==> src/hw/rtl/fla_pkg.sv <==
// Shared types, constants and codes for the free-list interval allocator.
package fla_pkg;

   localparam int DEF_MAX_INTERVALS = 16;
   localparam int DEF_ADDR_BITS     = 40;
   localparam int FIELD_W           = 40;
   localparam int FREE_W            = 5;
   localparam int STATUS_W          = 2;
   localparam int CSR_DATA_W        = 64;
   localparam int CSR_ADDR_W        = 4;

   localparam logic [FIELD_W-1:0] HEAP_LENGTH_RESET = 40'd1048576;

   localparam logic [STATUS_W-1:0] ST_OK      = 2'd0;
   localparam logic [STATUS_W-1:0] ST_NO_FIT  = 2'd1;
   localparam logic [STATUS_W-1:0] ST_FULL    = 2'd2;

   localparam logic KIND_ALLOC   = 1'b0;
   localparam logic KIND_RELEASE = 1'b1;

   localparam logic REG_HEAP_LENGTH = 1'b0;

   typedef enum logic [1:0] {
      FSM_IDLE,
      FSM_PREP,
      FSM_EVAL,
      FSM_APPLY
   } fla_state_type;

   // broadcast from the controller to every cell
   typedef struct packed {
      logic init;
      logic prep;
      logic eval;
      logic apply;
      logic kind;
      logic alloc_ok;
      logic down;
      logic down_merge;
      logic up;
      logic up_merge;
      logic insert;
   } fla_ctrl_type;

   // what each cell reports on the first-hit chain
   typedef struct packed {
      logic first;
      logic down;
      logic up;
      logic merge_left;
      logic merge_right;
   } fla_stat_type;

endpackage

==> src/hw/rtl/fla_cell.sv <==
// One free-list entry: holds an interval, evaluates it, shifts with its neighbours.
module fla_cell #(
   parameter int W = fla_pkg::DEF_ADDR_BITS
) (
   input  logic                 clock,
   input  logic                 reset,
   input  fla_pkg::fla_ctrl_type ctrl,
   input  logic                 entry_valid,
   input  logic                 right_valid,
   input  logic                 left_present,
   input  logic [W-1:0]         off,
   input  logic [W-1:0]         len,
   input  logic [W-1:0]         endq,
   input  logic [W-1:0]         init_len,
   input  logic [W-1:0]         left_s,
   input  logic [W-1:0]         left_l,
   input  logic [W-1:0]         left_end,
   input  logic [W-1:0]         right_s,
   input  logic [W-1:0]         right_l,
   input  logic [W-1:0]         right_adjl,
   input  logic                 right_first,
   input  logic                 found_in,
   output logic                 found_out,
   output fla_pkg::fla_stat_type stat,
   output logic [W-1:0]         s_out,
   output logic [W-1:0]         l_out,
   output logic [W-1:0]         end_out,
   output logic [W-1:0]         adjl_out
);

   logic [W-1:0] s_ff, l_ff, end_ff, adjs_ff, adjl_ff;
   logic [W-1:0] s_in, l_in;
   logic         fit_ff, down_ff, up_ff, stop_ff, mergel_ff, merger_ff;
   logic         hit, first;

   always_comb begin
      if (ctrl.kind == fla_pkg::KIND_RELEASE) begin
         hit = entry_valid ? (down_ff | up_ff | stop_ff) : 1'b1;
      end else begin
         hit = entry_valid & fit_ff;
      end
      first     = hit & ~found_in;
      found_out = found_in | hit;
   end

   // an unused slot is only ever an insert position
   assign stat.first       = first;
   assign stat.down        = first & entry_valid & down_ff;
   assign stat.up          = first & entry_valid & ~down_ff & up_ff;
   assign stat.merge_left  = mergel_ff;
   assign stat.merge_right = merger_ff;

   assign s_out    = s_ff;
   assign l_out    = l_ff;
   assign end_out  = end_ff;
   assign adjl_out = adjl_ff;

   // new contents on the apply step
   always_comb begin
      s_in = s_ff;
      l_in = l_ff;
      priority if (ctrl.alloc_ok && first) begin
         s_in = adjs_ff;
         l_in = adjl_ff;
      end else if (ctrl.down_merge && right_first) begin
         l_in = l_ff + right_adjl;
      end else if (ctrl.down_merge && (first || found_in)) begin
         s_in = right_s;
         l_in = right_l;
      end else if (ctrl.down && first) begin
         s_in = adjs_ff;
         l_in = adjl_ff;
      end else if (ctrl.up_merge && first) begin
         l_in = adjl_ff + right_l;
      end else if (ctrl.up_merge && found_in) begin
         s_in = right_s;
         l_in = right_l;
      end else if (ctrl.up && first) begin
         l_in = adjl_ff;
      end else if (ctrl.insert && first) begin
         s_in = off;
         l_in = len;
      end else if (ctrl.insert && found_in) begin
         s_in = left_s;
         l_in = left_l;
      end else begin
         s_in = s_ff;
      end
   end

   always_ff @(posedge clock) begin
      if (reset || ctrl.init) begin
         s_ff <= '0;
         l_ff <= init_len;
      end else if (ctrl.apply) begin
         s_ff <= s_in;
         l_ff <= l_in;
      end
   end

   always_ff @(posedge clock) begin
      if (ctrl.prep) begin
         end_ff  <= s_ff + l_ff;
         adjs_ff <= (ctrl.kind == fla_pkg::KIND_RELEASE) ? s_ff - len : s_ff + len;
         adjl_ff <= (ctrl.kind == fla_pkg::KIND_RELEASE) ? l_ff + len : l_ff - len;
      end
   end

   always_ff @(posedge clock) begin
      if (ctrl.eval) begin
         fit_ff    <= (len <= l_ff);
         down_ff   <= (endq == s_ff);
         up_ff     <= (off == end_ff);
         stop_ff   <= (off < s_ff);
         mergel_ff <= left_present && (left_end == adjs_ff);
         merger_ff <= right_valid && (endq == right_s);
      end
   end

endmodule

==> config.mk <==
export PLATFORM = sky130hd
export DESIGN_NAME = fla_cell
export DESIGN_NICKNAME = d
export VERILOG_FILES = /design/src/hw/rtl/fla_pkg.sv /design/src/hw/rtl/fla_cell.sv
export SDC_FILE = /design/constraint.sdc
export NUM_CORES = 1
export LEC_CHECK = 0
export BUFFER_PORTS_ARGS = -buffer_cell sky130_fd_sc_hd__buf_2
export CORE_AREA = 2 2 225 227
export DETAILED_ROUTE_END_ITERATION = 16
export DIE_AREA = 0 0 227 229
export PLACE_DENSITY = 0.81
export SYNTH_ARGS = -nofsm -noshare
export SYNTH_HDL_FRONTEND = slang
export SYNTH_SLANG_ARGS = --single-unit
==> constraint.sdc <==
create_clock -name clock -period 12.95 [get_ports clock]
set_clock_uncertainty 0.1 [all_clocks]
set_input_delay 0.6475 -clock clock [delete_from_list [all_inputs] [get_ports clock]]
set_output_delay 0.6475 -clock clock [all_outputs]
set_load 0.05 [all_outputs]
Word level (Yosys, flattened, before mapping)
Index checks and enable logic that the tools add are counted.
Widths: inputs -> output; s select.
- register bits after elaboration: 206
- latch bits: 0
- RAM bits: 0
- memory bits (read-only): 0
- output and inout bits: 166
- logic and storage cells: 80
- memories: 0
- add/sub/neg operators: 7
- $mul: 0
- divide/modulo/power cells: 0
- order comparisons: 2
- equality and inequality tests: 7
- shift-type cells: 0
- mux-type cells: 24
- bitwise logic cells: 11
- reduce and logical (&&, ||, !) cells: 18
- operators by type and width (cell ; count):
    $mux 40 ; 22
    $add 40x40->40 ; 5
    $eq 40x40->1 ; 4
    $sub 40x40->40 ; 2
    $le 40x40->1 ; 1
    $lt 40x40->1 ; 1
    $logic_and 1x1->1 ; 11
    $reduce_bool 10->1 ; 1
    $and 1x1->1 ; 6
    $reduce_bool 6->1 ; 1
    $ne 5x5->1 const B ; 1
    $reduce_and 5->1 ; 1
    $ne 4x4->1 const B ; 1
    $or 1x1->1 ; 3
    $logic_or 1x1->1 ; 2
    $mux 1 ; 2
    $ne 2x2->1 const B ; 1
    $not 1->1 ; 2
    $reduce_and 2->1 ; 1
    $reduce_bool 2->1 ; 1

Longest topological paths before layout
Gate-level depths: netlist of the first run.
- depth in word-level cells: 16
- gate-level depth with buffers: 20

Worst setup path after synthesis of the first run
No wires, ideal clock.
- path type: in2reg
- start: in len[1]
- end: reg adjs_ff[39] (data pin)
- arrival: 4.168 ns
- data required time: 12.590 ns
- path slack: 8.422 ns
- stages on the path: 19
- buffers on the path: 0
- cell sequence: inv_1 > ha_1 > and4_1 > nand2_1 > nor4_1 > nand2_1 > nand2_1 > o21ai_0 > xnor2_1 > ha_1 > a21o_1 > a21o_1 > a21oi_1 > nor3b_1 > nand3_1 > a41oi_1 > o21ai_0 > a41oi_1 > xnor2_1
- longest elaborated chain between the ends: 2
- elaborated cells on any way between the ends: 3
- those cells by class: add/sub (2); mux (1)
- RTL lines (item ; RTL line ; RTL):
    start, declared ; fla_cell.sv:12 ; input logic [W-1:0] len,
    $add 40x40->40 or $sub 40x40->40 (tied branches) ; fla_cell.sv:104 ; adjs_ff <= (ctrl.kind == fla_pkg::KIND_RELEASE) ? s_ff - len : s_ff + len;
    $mux 40 * ; fla_cell.sv:104 ;
    end signal, assigned ; fla_cell.sv:104 ;
    end, declared ; fla_cell.sv:31 ; logic [W-1:0] s_ff, l_ff, end_ff, adjs_ff, adjl_ff;
Mark *: on every way between the ends. The rest lies on a longest branch, timed or not.
A chain may end at the register's enable or synchronous reset.

Worst setup path in the final report of the first run
- start: in len[9]
- end: reg adjs_ff[39] (data pin)
Same word-level chain as after synthesis.

==> results of run 1 <==
-- worst paths after layout --
| check | endpoint | slack (ps) |
|---|---|---|
| worst max-delay path | adjs_ff[39] | 7760 |
| worst min-delay path | l_out[21] | 310 |
| worst max register to register | l_out[1] | 8400 |
| worst min register to register | s_out[22] | 560 |
-- state kept, by name, indices dropped and copies added, names as in the netlist --
| register | flops |
|---|---|
| merger_ff | 1 |
| up_ff | 1 |
| mergel_ff | 1 |
| adjl_out | 40 |
| end_out | 40 |
| stop_ff | 1 |
| fit_ff | 1 |
| adjs_ff | 40 |
| s_out | 40 |
| down_ff | 1 |
| l_out | 40 |
-- layout make-up --
class                           instances  area (µm²)
Clock buffer                           30         664
Multi-Input combinational cell       2789       19200
Sequential cell                       206        5790
Tap cell                              672         841
Fill cell                            4691       19200
Timing Repair Buffer                  610        3120
Antenna cell                            7        17.5
Inverter                              174         653
Clock inverter                         15         190
-- cell families after synthesis --
family | count (synthesis)
XOR/XNOR | 367
adder cells (fa/ha/maj) | 281
AND/OR/NAND/NOR | 944
flip-flops | 206
multiplexers | 53
AO/OA/AOI/OAI | 1144
buffers and inverters | 332
-- critical path: cells and delay by family --
family                     cells  cell delay [ps]
AOI/OAI and AO/OA              7             1590
buffers and inverters          1              160
xor gates and xnor gates       2              250
adders and majority gates      1              350
and+or+nand+nor                7             2400
-- layer usage --
layer	vias to the layer above	track usage (%)
li1	13300	-
met1	13600	56.4
met3	506	12.6
met4	14	23.4
met5	-	0
met2	2059	66.1
-- cells in the final DEF (no fill, tap or decap), types with 93 or more instances in the layout --
cell type	netlist	final
nand2_1	250	249
edfxtp_1	166	166
inv_1	173	173
xnor2_1	227	227
a211oi_1	93	93
xor2_1	140	140
nor2_1	277	275
buf_2	13	582
a21o_1	108	108
o21ai_0	247	247
a21oi_1	321	321
ha_1	275	275
-- metrics by stage --
step           util (%)  cells  total power [mW]  setup slack, ps  hold WS [ps]
5_1_grt            61.3   4497              3.80             7390           329
3_5_place_dp       59.6   4451              2.84             7370           543
2_1_floorplan         -   3327              2.23             8420           481
3_3_place_gp       59.6   4451              2.83             7470           530
4_1_cts            61.3   4496              3.59             7950           301
6_report           61.4   4503              3.66             7760           307
-- where the power goes --
group | internal, mW | leakage (nW) | total [mW] | switching [mW]
sequential | 0.846 | 1.98 | 1.04 | 0.191
combinational | 0.646 | 11.4 | 1.86 | 1.21
clock | 0.445 | 0.407 | 0.762 | 0.316
==> flow_metrics.py, run 1 <==
metrics = {
    "run_status": {
        "run_status": "finished clean",
    },
    "clock_network": {
        "post_cts_resized": 0,
        "htree_levels": 1,
        "clock_latency_ps": 570,
        "clock_path_buffers": 3,
        "clkTransAtPathRegs_ps": 60,
        "cts.sinks": 206,
        "cts_buffers": 25,
        "root_buffer": "clkbuf_16",
        "cts_setup_buffers": 0,
        "ctsHoldBuffers": 0,
        "cts_tree": "done",
    },
    "timing": {
        "slew_headroom_pct": 28.7,
        "rsz0062_at_grt": "false",
        "fmax_ghz": 0.193,
        "finalSetupViolCount": 0,
        "maxSlewViolCount": 0,
        "hold_viol": 0,
        "totalNegativeSetupSlack_ps": 0,
        "worst_slew_pin_slew_ps": 1070,
        "fin_crit_ps": 5190,
        "fin_crit_sh_pct": 40.0,
    },
    "synthesis": {
        "synth_edf_count": 166,
        "ys_seq_elements": 206,
        "synthDistinctLibCells": 92,
        "synth.avg_cell_area_um2": 7.88,
        "yosysTopAreaCellShare_pct": 19.0,
        "synth_fa_ha_area_share_pct": 13.6,
        "postSynthNetCount": 4026,
        "yosysWarnings": 0,
        "synth-async-reset-ratio_pct": 0,
        "synth_top_family_by_area": "compound AO/OA/AOI/OAI gates",
        "synth_compound_area_share_pct": 28.1,
        "synthXorXnorAreaFrac_pct": 12.3,
        "netlist_instances": 3327,
        "yosys-mux-area-fraction_pct": 2.04,
        "yosysSeqAreaShare_pct": 22.1,
        "synth_area_leaders": "edfxtp_1 (19%), ha_1 (13%), xnor2_1 (7.6%)",
        "synth_area_um2": 26200,
        "synth_largest_area_cell": "edfxtp_1",
        "synth-simple-area-share_pct": 17.0,
        "synth_common_cells": "a21oi_1 (321), nor2_1 (277), ha_1 (275)",
        "synthFlopType": "edfxtp_1",
        "yosysMostFrequentCell": "a21oi_1",
    },
    "critical_path": {
        "cpPeakStageDelay_ps": 870,
        "crit_fanout": 6,
        "r2r_cells": 8,
        "crit_type": "in -> reg",
        "slowest_stage": "nor4_1",
        "startpoint": "len[9]",
        "critical_path.endpoint_type": "register",
        "worstPathRequired_ps": 13170,
        "cp.arrival_ps": 5400,
        "cp_cell_sequence": "buf_2, nor4_1, nand2_1, nor4_1, nand2_1, nand2_1, o21ai_0, xnor2_1, ha_1, a21o_1, a21o_1, a21oi_1, nor3b_1, nand3_1, a41oi_1, o21ai_0, a41oi_1, xnor2_1",
        "start_kind": "primary input",
        "timing.rr.start": "down_ff",
        "cp_common_cell": "nand2_1",
    },
    "place": {
        "dpl_cell_area_um2": 29600,
        "gp_congestion": 1.07,
        "io_buffers": 583,
        "dp_hpwl_mm": 94.5,
    },
    "hold_path": {
        "hp-start": "init_len[21]",
        "hp-class": "in -> reg",
        "min_path_cells": 3,
    },
    "run": {
        "max_cap_violations": 0,
    },
    "finish": {
        "final_area_um2": 30500,
        "nNetsFinal": 4505,
        "drive_gt1_share_pct": 18.2,
        "area_growth_pct": 16.2,
    },
    "global_routing": {
        "grt_max_degree": 81,
        "grt_pass1_wl_mm": 172,
        "antenna_found_initial": 11,
        "grt_use_total_pct": 43.8,
        "grt_overflow": 0,
        "grt_pass1_vias": 27400,
    },
    "power": {
        "p_per_area_nw_per_um2": 120,
        "vdd_drop_max_v": 0.0000910,
        "leakage_nw": 13.8,
    },
    "detailed_routing": {
        "num_vias": 29600,
        "route.detailed.drc": 0,
        "wl_met3_mm": 15.0,
        "dr_wl_met2_mm": 50.3,
        "ant_nets": 0,
        "wl_mm": 118,
        "top_layer_used": "met5",
        "met1_length_mm": 44.7,
        "routed_via_density": 6.56,
        "dr.first_iter.drc_count": 3791,
        "post_drt_wl_per_cell_um": 26.2,
        "drt_pass1_iterations": 8,
    },
    "floorplan": {
        "die_w_um": 227,
        "start_util_pct": 52.8,
        "dieArea_um2": 52000,
        "ios": 584,
        "rows": 82,
        "die_y_um": 229,
        "core_area_um2": 49700,
    },
}
Note: power is estimated with default switching activity, not from simulation.
==> run 2, diff against run 1 <==
- CORE_AREA: 2 2 225 227 -> default
- CORE_MARGIN: default -> 1.5
- CORE_UTILIZATION: default -> 51
- DIE_AREA: 0 0 227 229 -> default
- PLACE_DENSITY: 0.81 -> 0.82
- clock period: 12.95 -> 4.55 ns (I/O delays scaled with it)
==> run 2 against run 1 <==
Compared with the run above:
- die area up 1.5%
- sequential power rose to 2.8 times the previous value
- non-clock buffer count up 88
==> flow_metrics.py, run 2 (same netlist as run 1, synthesis figures left out) <==
metrics = {
    "floorplan": {
        "core_area_um2": 50500,
        "start_util_pct": 51.9,
        "die_w_um": 230,
        "rows": 82,
        "die_y_um": 230,
        "dieArea_um2": 52800,
        "ios": 584,
    },
    "detailed_routing": {
        "route.detailed.drc": 0,
        "drt_pass1_iterations": 7,
        "routed_via_density": 6.53,
        "wl_mm": 120,
        "post_drt_wl_per_cell_um": 26.0,
        "ant_nets": 0,
        "num_vias": 30000,
        "dr.first_iter.drc_count": 3968,
    },
    "critical_path": {
        "r2r_slack_ps": 340,
        "crit_type": "reg -> reg",
        "cp.arrival_ps": 4450,
        "start_kind": "register",
        "worstPathRequired_ps": 4780,
        "crit_fanout": 7,
        "timing.rr.start": "l_out[1]",
        "r2r-end": "end_out[38]",
        "startpoint": "l_out[1]",
        "r2r_cells": 12,
        "critical_path.endpoint_type": "register",
    },
    "timing": {
        "hold_viol": 0,
        "fmax_ghz": 0.237,
        "totalNegativeSetupSlack_ps": 0,
        "rsz0062_at_grt": "false",
        "finalSetupViolCount": 0,
        "fin_crit_sh_pct": 92.6,
        "slew_headroom_pct": 24.8,
        "worst_slew_pin_slew_ps": 1120,
        "fin_crit_ps": 4210,
        "maxSlewViolCount": 0,
    },
    "place": {
        "gp_congestion": 1.07,
        "io_buffers": 583,
        "dp_hpwl_mm": 96.6,
    },
    "power": {
        "p_per_area_nw_per_um2": 340,
        "pwr-share-clk_pct": 21.7,
        "p_sw_mw": 4.97,
        "power.total_mw": 10.7,
        "combinationalPowerShare_pct": 51.2,
        "vdd_drop_max_v": 0.000277,
        "pwr-share-seq_pct": 27.1,
        "intPower_mw": 5.69,
        "leakage_nw": 14.3,
        "sw_frac_of_total_pct": 46.6,
    },
    "hold_path": {
        "hp-class": "in -> reg",
        "hp-start": "left_end[17]",
        "hold_end": "mergel_ff",
        "min_path_cells": 3,
    },
    "finish": {
        "drive_gt1_share_pct": 19.1,
        "regArea_um2": 5790,
        "nNetsFinal": 4596,
        "post-route-util_pct": 62.1,
        "multiInputGateArea_um2": 19200,
        "final_cell_mix": "buf_2 (582), a21oi_1 (321), nor2_1 (275), ha_1 (275), nand2_1 (249)",
        "layout_commonest_cell": "buf_2",
        "n_fill_cell": 4732,
        "area_growth_pct": 19.6,
    },
    "run": {
        "max_cap_violations": 0,
    },
    "clock_network": {
        "clock_path_buffers": 3,
        "cts_tree": "done",
        "htree_levels": 1,
        "clkTransAtPathRegs_ps": 70,
        "clock_latency_ps": 590,
        "cts_buffers": 28,
        "root_buffer": "clkbuf_16",
        "cts.sinks": 206,
    },
    "global_routing": {
        "antenna_found_initial": 10,
        "grt_use_total_pct": 43.1,
        "grt_pass1_wl_mm": 172,
        "grt_pass1_vias": 27500,
        "grt_max_degree": 85,
        "grt_overflow": 0,
    },
    "run_status": {
        "run_status": "finished clean",
    },
}
## run 2: final cells by class
| cell class | instances | share of cell area, % |
|---|---|---|
| Multi-Input combinational cell | 2789 | 61.2 |
| Sequential cell | 206 | 18.5 |
| Timing Repair Buffer | 698 | 12.6 |
| Tap cell | 672 | 2.68 |
| Clock buffer | 40 | 2.61 |
| Inverter | 174 | 2.08 |
| Clock inverter | 12 | 0.359 |
| Antenna cell | 3 | 0.0239 |
## run 2: what timing repair did
item / in CTS / in global routing
setup buffers: 0 / 0
endpoints found under the hold margin: 41 / 0
hold buffers: 38 / 0
gates resized for setup: 0 / 0
setup endpoints to repair: 0 / 0
## run 2: power groups by stage
stage	Sequential [mW]	Combinational, mW	Clock, mW
global route	2.88	5.83	2.36
finish	2.89	5.45	2.32
floorplan	3.34	3.02	0
global placement	2.90	5.22	0
detailed placement	2.90	5.24	0
CTS	2.86	5.30	2.30
## run 2: worst max path at each step
stage	endpoint	slack (ps)	cells after the start
after global placement	adjs_ff[39]	290	21
final	end_out[38]	340	12
after CTS	end_out[38]	440	12
after floorplan	adjs_ff[39]	440	19
after global routing	end_out[38]	210	12
after detailed placement	adjs_ff[39]	230	21
## run 2: critical path, cell delays in order (launching register included)
cell	delay, ps
edfxtp_1	590
inv_1	220
fa_1	470
nor2b_1	120
o21ai_0	100
a21boi_0	400
o22ai_2	240
o21ai_0	420
a21oi_1	320
o31ai_1	510
a21o_1	240
a221oi_1	100
xnor2_1	130
## run 2: metrics by stage
stage / hold WS [ps] / instances / instance area [µm²] / setup WS [ps]
after global placement: 402 / 4501 / 30000 / 291
after CTS: 0.620 / 4591 / 31300 / 440
after floorplan: 240 / 3327 / 26200 / 442
after global routing: 32.4 / 4593 / 31300 / 206
final: 2.98 / 4594 / 31300 / 338
after detailed placement: 414 / 4501 / 30000 / 227
## run 2: metal layers
metal | up-vias | global-route usage, % | routed length (µm) | share of wire, %
li1 | 13500 | - | - | -
met1 | 13800 | 56.2 | 45700 | 38
met2 | 2204 | 66.6 | 51500 | 43
met3 | 452 | 10.2 | 15000 | 13
met4 | 14 | 21.8 | 7320 | 6.1
met5 | - | 0 | 87 | 0.073
